[config.mk]
export PLATFORM = sky130hd
export DESIGN_NAME = distance_coded_reference_homing
export DESIGN_NICKNAME = d
export VERILOG_FILES = /design/src/dcrh_pkg.sv /design/src/dcrh_mark_tracker.sv /design/src/dcrh_out_buf.sv /design/src/distance_coded_reference_homing.sv
export SDC_FILE = /design/constraint.sdc
export NUM_CORES = 1
export LEC_CHECK = 0
export BUFFER_PORTS_ARGS = -buffer_cell sky130_fd_sc_hd__buf_2
export CAP_MARGIN = 20
export CORE_ASPECT_RATIO = 1.25
export CORE_MARGIN = 1
export CORE_UTILIZATION = 55
export CTS_CLUSTER_SIZE = 14
export DETAILED_ROUTE_END_ITERATION = 12
export PLACE_DENSITY = 0.7
export SLEW_MARGIN = 20
export SYNTH_ARGS = -nofsm -noshare
export SYNTH_HDL_FRONTEND = slang
export SYNTH_SLANG_ARGS = --single-unit
[constraint.sdc]
create_clock -name clock -period 7 [get_ports clock]
set_input_delay 0.35 -clock clock [delete_from_list [all_inputs] [get_ports clock]]
set_output_delay 0.35 -clock clock [all_outputs]
set_load 0.01 [all_outputs]
[src/dcrh_pkg.sv]
`timescale 1ns / 1ps
// ----------------------------------------------------------------------------
// dcrh_pkg
// Types and constants shared by the distance-coded reference homing block.
// ----------------------------------------------------------------------------
package dcrh_pkg;

   localparam int COUNT_WIDTH  = 32;
   localparam int NUM_SPACINGS = 7;
   localparam int CSR_IDX_W    = 1;

   typedef logic [COUNT_WIDTH-1:0] count_type;
   typedef logic [CSR_IDX_W-1:0]   csr_idx_type;
   typedef logic [1:0]             pass_cnt_type;

   localparam csr_idx_type CSR_UPPER_LIMIT = 1'b0;
   localparam csr_idx_type CSR_LOWER_LIMIT = 1'b1;

   localparam count_type UPPER_LIMIT_RST = 32'd400000;
   localparam count_type LOWER_LIMIT_RST = 32'd45000;

   localparam pass_cnt_type PASS_MAX = 2'd3;

   // known mark spacings, in counts
   localparam count_type SPACING [NUM_SPACINGS] = '{
      32'd28000, 32'd20000, 32'd30000, 32'd18000, 32'd32000, 32'd16000, 32'd34000
   };

   // absolute position of the previous mark, pole 2000, K 48000
   // forward: mark count increased; reverse: mark count decreased
   localparam count_type MARK_POS_FWD [NUM_SPACINGS] = '{
      32'd48000, 32'd76000, 32'd96000, 32'd126000, 32'd144000, 32'd176000, 32'd192000
   };
   localparam count_type MARK_POS_REV [NUM_SPACINGS] = '{
      32'd76000, 32'd96000, 32'd126000, 32'd144000, 32'd176000, 32'd192000, 32'd226000
   };

   typedef struct packed {
      logic      action;
      count_type count_value;
   } req_type;

   typedef struct packed {
      count_type abs_position;
      logic      at_upper_limit;
      logic      at_lower_limit;
      logic      is_calibrated;
   } rsp_type;

   typedef struct packed {
      count_type position_offset;
      logic      calibrated;
   } homing_status_type;

endpackage

[src/dcrh_mark_tracker.sv]
`timescale 1ns / 1ps
// ----------------------------------------------------------------------------
// dcrh_mark_tracker
// Tracks reference-mark passes, decodes the mark distance and holds the
// position offset and the calibrated flag.
// ----------------------------------------------------------------------------
module dcrh_mark_tracker
   import dcrh_pkg::*;
(
   input  logic              clock,
   input  logic              reset,
   input  logic              mark_valid,
   input  count_type         mark_value,
   output homing_status_type status
);

   count_type    offset_ff, offset_in;
   count_type    prev_mark_ff, prev_mark_in;
   pass_cnt_type passes_ff, passes_in;
   logic         cal_ff, cal_in;

   logic      going_up;
   count_type span;
   logic      hit;
   count_type mark_pos;

   always_comb begin
      going_up = mark_value > prev_mark_ff;
      span     = going_up ? (mark_value - prev_mark_ff) : (prev_mark_ff - mark_value);
      hit      = 1'b0;
      mark_pos = '0;
      for (int i = 0; i < NUM_SPACINGS; i++) begin
         if (span == SPACING[i]) begin
            hit      = 1'b1;
            mark_pos = going_up ? MARK_POS_FWD[i] : MARK_POS_REV[i];
         end
      end
   end

   always_comb begin
      offset_in    = offset_ff;
      prev_mark_in = prev_mark_ff;
      passes_in    = passes_ff;
      cal_in       = cal_ff;
      if (mark_valid && (mark_value != prev_mark_ff)) begin
         if ((passes_ff == PASS_MAX) && hit) begin
            offset_in = mark_pos - prev_mark_ff;
            cal_in    = 1'b1;
         end
         prev_mark_in = mark_value;
         if (passes_ff != PASS_MAX) begin
            passes_in = passes_ff + 2'd1;
         end
      end
   end

   always_ff @(posedge clock) begin
      if (reset) begin
         offset_ff    <= '0;
         prev_mark_ff <= '0;
         passes_ff    <= '0;
         cal_ff       <= 1'b0;
      end else begin
         offset_ff    <= offset_in;
         prev_mark_ff <= prev_mark_in;
         passes_ff    <= passes_in;
         cal_ff       <= cal_in;
      end
   end

   assign status.position_offset = offset_ff;
   assign status.calibrated      = cal_ff;

   a_cal_needs_passes : assert property (@(posedge clock) disable iff (reset)
      cal_ff |-> (passes_ff == PASS_MAX))
      else $error("calibrated before three mark passes");

   a_cal_sticky : assert property (@(posedge clock) disable iff (reset)
      cal_ff |=> cal_ff)
      else $error("calibrated flag dropped");

   a_pass_saturate : assert property (@(posedge clock) disable iff (reset)
      (passes_ff == PASS_MAX) |=> (passes_ff == PASS_MAX))
      else $error("pass counter left saturation");

   a_offset_only_on_mark : assert property (@(posedge clock) disable iff (reset)
      !mark_valid |=> $stable(offset_ff) && $stable(prev_mark_ff))
      else $error("mark state changed without a mark");

endmodule

[src/dcrh_out_buf.sv]
`timescale 1ns / 1ps
// ----------------------------------------------------------------------------
// dcrh_out_buf
// Output register with a skid stage; ready toward the core is registered.
// ----------------------------------------------------------------------------
module dcrh_out_buf
   import dcrh_pkg::*;
(
   input  logic    clock,
   input  logic    reset,
   input  logic    in_valid,
   output logic    in_ready,
   input  rsp_type in_data,
   output logic    rsp_valid,
   input  logic    rsp_ready,
   output rsp_type rsp_data
);

   logic    out_valid_ff, out_valid_in;
   rsp_type out_data_ff, out_data_in;
   logic    skid_valid_ff, skid_valid_in;
   rsp_type skid_data_ff, skid_data_in;

   logic push;
   logic pop;

   assign in_ready = !skid_valid_ff;
   assign push     = in_valid && in_ready;
   assign pop      = out_valid_ff && rsp_ready;

   always_comb begin
      out_valid_in  = out_valid_ff;
      out_data_in   = out_data_ff;
      skid_valid_in = skid_valid_ff;
      skid_data_in  = skid_data_ff;
      if (pop || !out_valid_ff) begin
         if (skid_valid_ff) begin
            out_valid_in  = 1'b1;
            out_data_in   = skid_data_ff;
            skid_valid_in = 1'b0;
         end else begin
            out_valid_in = push;
            out_data_in  = in_data;
         end
      end else if (push) begin
         skid_valid_in = 1'b1;
         skid_data_in  = in_data;
      end
   end

   always_ff @(posedge clock) begin
      if (reset) begin
         out_valid_ff  <= 1'b0;
         skid_valid_ff <= 1'b0;
      end else begin
         out_valid_ff  <= out_valid_in;
         skid_valid_ff <= skid_valid_in;
      end
      out_data_ff  <= out_data_in;
      skid_data_ff <= skid_data_in;
   end

   assign rsp_valid = out_valid_ff;
   assign rsp_data  = out_data_ff;

   a_skid_behind_out : assert property (@(posedge clock) disable iff (reset)
      skid_valid_ff |-> out_valid_ff)
      else $error("skid holds a request while output is empty");

   a_no_overwrite : assert property (@(posedge clock) disable iff (reset)
      (out_valid_ff && !rsp_ready && push) |=> skid_valid_ff)
      else $error("stalled response lost an incoming request");

   a_skid_drains : assert property (@(posedge clock) disable iff (reset)
      (skid_valid_ff && rsp_ready) |=> !skid_valid_ff)
      else $error("skid did not drain on pop");

endmodule

[src/distance_coded_reference_homing.sv]
`timescale 1ns / 1ps
// ----------------------------------------------------------------------------
// distance_coded_reference_homing
// Path: a count sample passes the input register, then the output register,
//   before rsp_valid rises. Mark requests give no response.
// Throughput: one request per cycle, set by the single add/compare stage;
//   a sample request stalls while the output buffer is full.
// Reset: synchronous; offset, mark history and calibrated flag clear, limits
//   return to 400000 / 45000.
// ----------------------------------------------------------------------------
module distance_coded_reference_homing
   import dcrh_pkg::*;
(
   input  logic        clock,
   input  logic        reset,
   input  logic        req_valid,
   output logic        req_ready,
   input  req_type     req_data,
   output logic        rsp_valid,
   input  logic        rsp_ready,
   output rsp_type     rsp_data,
   input  logic        csr_valid,
   output logic        csr_ready,
   input  csr_idx_type csr_index,
   input  count_type   csr_wdata
);

   count_type upper_ff, upper_in;
   count_type lower_ff, lower_in;

   logic    s1_valid_ff, s1_valid_in;
   req_type s1_data_ff, s1_data_in;

   homing_status_type status;
   logic              buf_ready;
   logic              s1_advance;
   logic              mark_valid;
   logic              sample_valid;
   rsp_type           sample_rsp;
   count_type         pos;

   assign csr_ready = 1'b1;

   always_comb begin
      upper_in = upper_ff;
      lower_in = lower_ff;
      if (csr_valid) begin
         case (csr_index)
            CSR_UPPER_LIMIT: upper_in = csr_wdata;
            CSR_LOWER_LIMIT: lower_in = csr_wdata;
            default: ;
         endcase
      end
   end

   assign mark_valid   = s1_valid_ff && s1_data_ff.action;
   assign sample_valid = s1_valid_ff && !s1_data_ff.action;
   assign s1_advance   = mark_valid || (sample_valid && buf_ready);
   assign req_ready    = !s1_valid_ff || s1_advance;

   always_comb begin
      s1_valid_in = s1_valid_ff;
      s1_data_in  = s1_data_ff;
      if (req_ready) begin
         s1_valid_in = req_valid;
         s1_data_in  = req_data;
      end
   end

   always_ff @(posedge clock) begin
      if (reset) begin
         upper_ff    <= UPPER_LIMIT_RST;
         lower_ff    <= LOWER_LIMIT_RST;
         s1_valid_ff <= 1'b0;
      end else begin
         upper_ff    <= upper_in;
         lower_ff    <= lower_in;
         s1_valid_ff <= s1_valid_in;
      end
      s1_data_ff <= s1_data_in;
   end

   assign pos = s1_data_ff.count_value + status.position_offset;

   always_comb begin
      sample_rsp.abs_position   = pos;
      sample_rsp.at_upper_limit = pos >= upper_ff;
      sample_rsp.at_lower_limit = pos <= lower_ff;
      sample_rsp.is_calibrated  = status.calibrated;
   end

   dcrh_mark_tracker u_mark_tracker (
      .clock      (clock),
      .reset      (reset),
      .mark_valid (mark_valid),
      .mark_value (s1_data_ff.count_value),
      .status     (status)
   );

   dcrh_out_buf u_out_buf (
      .clock     (clock),
      .reset     (reset),
      .in_valid  (sample_valid),
      .in_ready  (buf_ready),
      .in_data   (sample_rsp),
      .rsp_valid (rsp_valid),
      .rsp_ready (rsp_ready),
      .rsp_data  (rsp_data)
   );

   a_mark_never_stalls : assert property (@(posedge clock) disable iff (reset)
      mark_valid |-> req_ready)
      else $error("mark request stalled the input stage");

   a_stage_holds : assert property (@(posedge clock) disable iff (reset)
      (sample_valid && !buf_ready) |=> s1_valid_ff && $stable(s1_data_ff))
      else $error("stalled sample request lost");

   a_limits_quiet : assert property (@(posedge clock) disable iff (reset)
      !csr_valid |=> $stable(upper_ff) && $stable(lower_ff))
      else $error("limit changed without a register write");

endmodule
==> impl_metrics.env <==
export IMPL_max_freq_mhz=149
export IMPL_syn_area_per_cell_um2=8.34
export IMPL_ys_seq_area_share_pct=33.6
export IMPL_power_frac_clock_pct=38.4
export IMPL_ys_ff_latch=237
export IMPL_clk_transition_reported_paths_ps=60
export IMPL_final_cell_mix="nand2_1, a21oi_1, ha_1, inv_1, dfxtp_1"
export IMPL_cts_sinks=237
export IMPL_seqPwrFrac_pct=39.4
export IMPL_comb_power_share_pct=22.2
export IMPL_routed_wirelength_um=54500
export IMPL_dp_hpwl_um=41900
export IMPL_async_flop_share_pct=0
export IMPL_finalMaxSlewViolations=0
export IMPL_final_common_cell="nand2_1"
export IMPL_drv_cap=0
export IMPL_netlist_area_um2=17200
export IMPL_final_nets=2499
export IMPL_cp_slowest_cell="or3_4"
export IMPL_timing_final_ws_setup_ps=297
export IMPL_pre_cts_ws_ps=76.8
export IMPL_swShare_pct=29.0
export IMPL_tritoncts="built"
export IMPL_finalSetupViolCount=0
export IMPL_hold_viol=0
export IMPL_cp_arrival_ps=7150
export IMPL_crit_type="reg2reg"
export IMPL_fin_crit_sh_pct=95.8
export IMPL_antenna_found_initial=0
export IMPL_synth_main_ff_cell="dfxtp_1"
export IMPL_p_leak_nw=8.52
export IMPL_drt_iter0_drc=1224
export IMPL_netlist_instances=2064
export IMPL_cts_htree_levels=1
export IMPL_syn_to_final_growth_pct=16.3
export IMPL_grt_setup_unrepaired="true"
export IMPL_hold_class="in2reg"
export IMPL_tightest_slew_ps=1040
export IMPL_final_cell_area_um2=20000
export IMPL_powerDensity_nw_per_um2=194
export IMPL_synth_nets=2312
export IMPL_synth_cell_types=87
export IMPL_drt_wirelength_per_cell_um=20.4
export IMPL_clk_latency_ps=540
export IMPL_post_route_drc_count=0
export IMPL_grt_max_degree=71
export IMPL_maxSlewHeadroom_pct=30.7
export IMPL_multi_input_area_um2=10600
export IMPL_root_buffer="clkbuf_16"
export IMPL_n_fill_cell=2651
export IMPL_synth_warnings=0
export IMPL_endpoint_kind="register"
export IMPL_placement_rows=72
export IMPL_cts_made_buffers=25
export IMPL_clk_path_buf_depth=3
export IMPL_first_global_vias=15350
export IMPL_routed_via_density=6.00
export IMPL_ant_nets=0
export IMPL_power_internal_w=0.00275
export IMPL_max_stage_delay_ps=470
export IMPL_first_pass_iters=11
export IMPL_grt_ovfl_total=0
export IMPL_fp_dieH_um=200
export IMPL_drive_above_1_share_pct=15.8
export IMPL_path_common_cell="a21oi_2"
export IMPL_finalClockSkew_ps=20.1
export IMPL_max_vdd_ir_drop_mv=0.184
export IMPL_placed_cell_area_um2=18700
export IMPL_grt_use_total_pct=33.1
export IMPL_die_area_um2=32000
export IMPL_status="completed"
export IMPL_startpoint_type="register"
export IMPL_start_util_pct=55.7
export IMPL_core_um2=30900
export IMPL_cp_max_fo=10
export IMPL_vias=16044
export IMPL_p_switching_w=0.00112
export IMPL_pin_count=109
export IMPL_gp_congestion=1.01
export IMPL_worstPathRequired_ps=7450
export IMPL_layout_area_seq_um2=5780
export IMPL_port_buffers=107
export IMPL_die_w_um=160
export IMPL_period_needed_ps=6700
export IMPL_synth_edf_count=103
export IMPL_grt_pass1_wl_um=82300
export IMPL_diodes=0
## metal layers
layer | up-vias | routed length [um] | global-route usage [%]
li1 | 7760 | - | -
met4 | 0 | 3180 | 18.9
met1 | 7599 | 22800 | 40.6
met3 | 145 | 2420 | 2.58
met5 | - | 0 | 0
met2 | 540 | 26100 | 57.6
## cells by family after synthesis
family	after synthesis	share of synthesized area, %
AND/OR/NAND/NOR	694	18.9
AO/OA/AOI/OAI	589	22.0
buffers and inverters	241	5.51
flip-flops	237	33.6
adder cells (fa/ha/maj)	177	13.0
XOR/XNOR	79	4.02
multiplexers	46	3.02
other	1	0.0218
## sequential cells by signal, summed over array words and instances (netlist names)
register / count
u_out_buf.rsp_valid: 1
s1_data_ff: 33
u_mark_tracker.prev_mark_ff: 32
s1_valid_ff: 1
lower_ff: 32
u_out_buf.skid_data_ff: 35
u_out_buf.skid_valid_ff: 1
u_mark_tracker.cal_ff: 1
u_mark_tracker.offset_ff: 32
u_mark_tracker.passes_ff: 2
u_out_buf.rsp_data: 35
upper_ff: 32
## worst max-delay path, delay by kind of cell, from the launching register on
family          cells  cell delay [ps]
simple gates       11             2500
fa+ha+maj           2              750
flops               1              430
compound gates     10             2110
mux                 1              370
buf+inv             4              460
## power by group through the flow
stage	Combinational [W]	Sequential (W)	Clock, W
6_report	0.000862	0.00153	0.00149
4_1_cts	0.000832	0.00153	0.00150
3_3_place_gp	0.000809	0.00156	0
5_1_grt	0.000934	0.00153	0.00156
3_5_place_dp	0.000815	0.00156	0
2_1_floorplan	0.000532	0.00156	0
## cells in the mapped netlist (all sizes together), types with 10 or more instances
cell    number  area (um^2)
nand3b      16          120
o21a        29          218
or2         10         65.1
xnor2       56          490
buf         24          134
clkbuf      63          236
o21ai       89          445
nand2b      23          144
ha         174         2180
a31oi       10         62.6
mux2i       10          100
mux2        35          398
a21oi      235         1180
nor2       121          454
a211o       15          131
a211oi      23          195
nand3       41          205
xor2        23          201
inv        154          578
o31ai       15          118
o211ai      17          128
a21o        62          465
dfxtp      134         2680
nor2b       17          106
edfxtp     103         3090
nor4        16          100
nor3        38          190
or3         12         85.1
and3        12         75.1
nand2      315         1180
and2        16          103
nand4       33          206
o21bai      15          113
## final cells by class
cell class	instances	share of cell area [%]
inverter	154	2.89
clock buffer	30	3.37
clock inverter	15	1.18
tap	407	2.54
multi-input combinational	1586	52.9
sequential	237	28.9
timing repair buffer	247	8.23
## what timing repair did
item,4_1_cts,5_1_grt
buffers inserted,0,8
endpoints found under the hold margin,22,1
hold buffers,22,1
endpoints found under the setup margin,0,16
gates resized for setup,0,24
## through the flow
stage	hold WS, ps	utilization (%)	cells	setup TNS [ps]	total power, W
finish	21.9	64.8	2676	0	0.00388
global route	2.04	64.8	2676	-98.8	0.00403
CTS	6.38	64.3	2667	0	0.00386
detailed placement	418	60.6	2600	0	0.00237
global placement	414	60.6	2600	0	0.00236
floorplan	408	-	2064	0	0.00209
## final timing paths
kind                                                         start                                         to  slack, ps  cells after the start
worst max-delay path                      s1_data_ff[12]$_DFFE_PP_  u_mark_tracker.offset_ff[29]$_SDFFE_PP0P_        300                     28
worst min-delay path                                   req_data[3]                    s1_data_ff[3]$_DFFE_PP_         20                      1
worst max register to register            s1_data_ff[12]$_DFFE_PP_  u_mark_tracker.offset_ff[29]$_SDFFE_PP0P_        300                     28
worst min register to register  u_mark_tracker.cal_ff$_SDFFE_PP0P_        u_out_buf.skid_data_ff[0]$_DFFE_PP_        440                      0
Power figures use the tool's default switching activity.
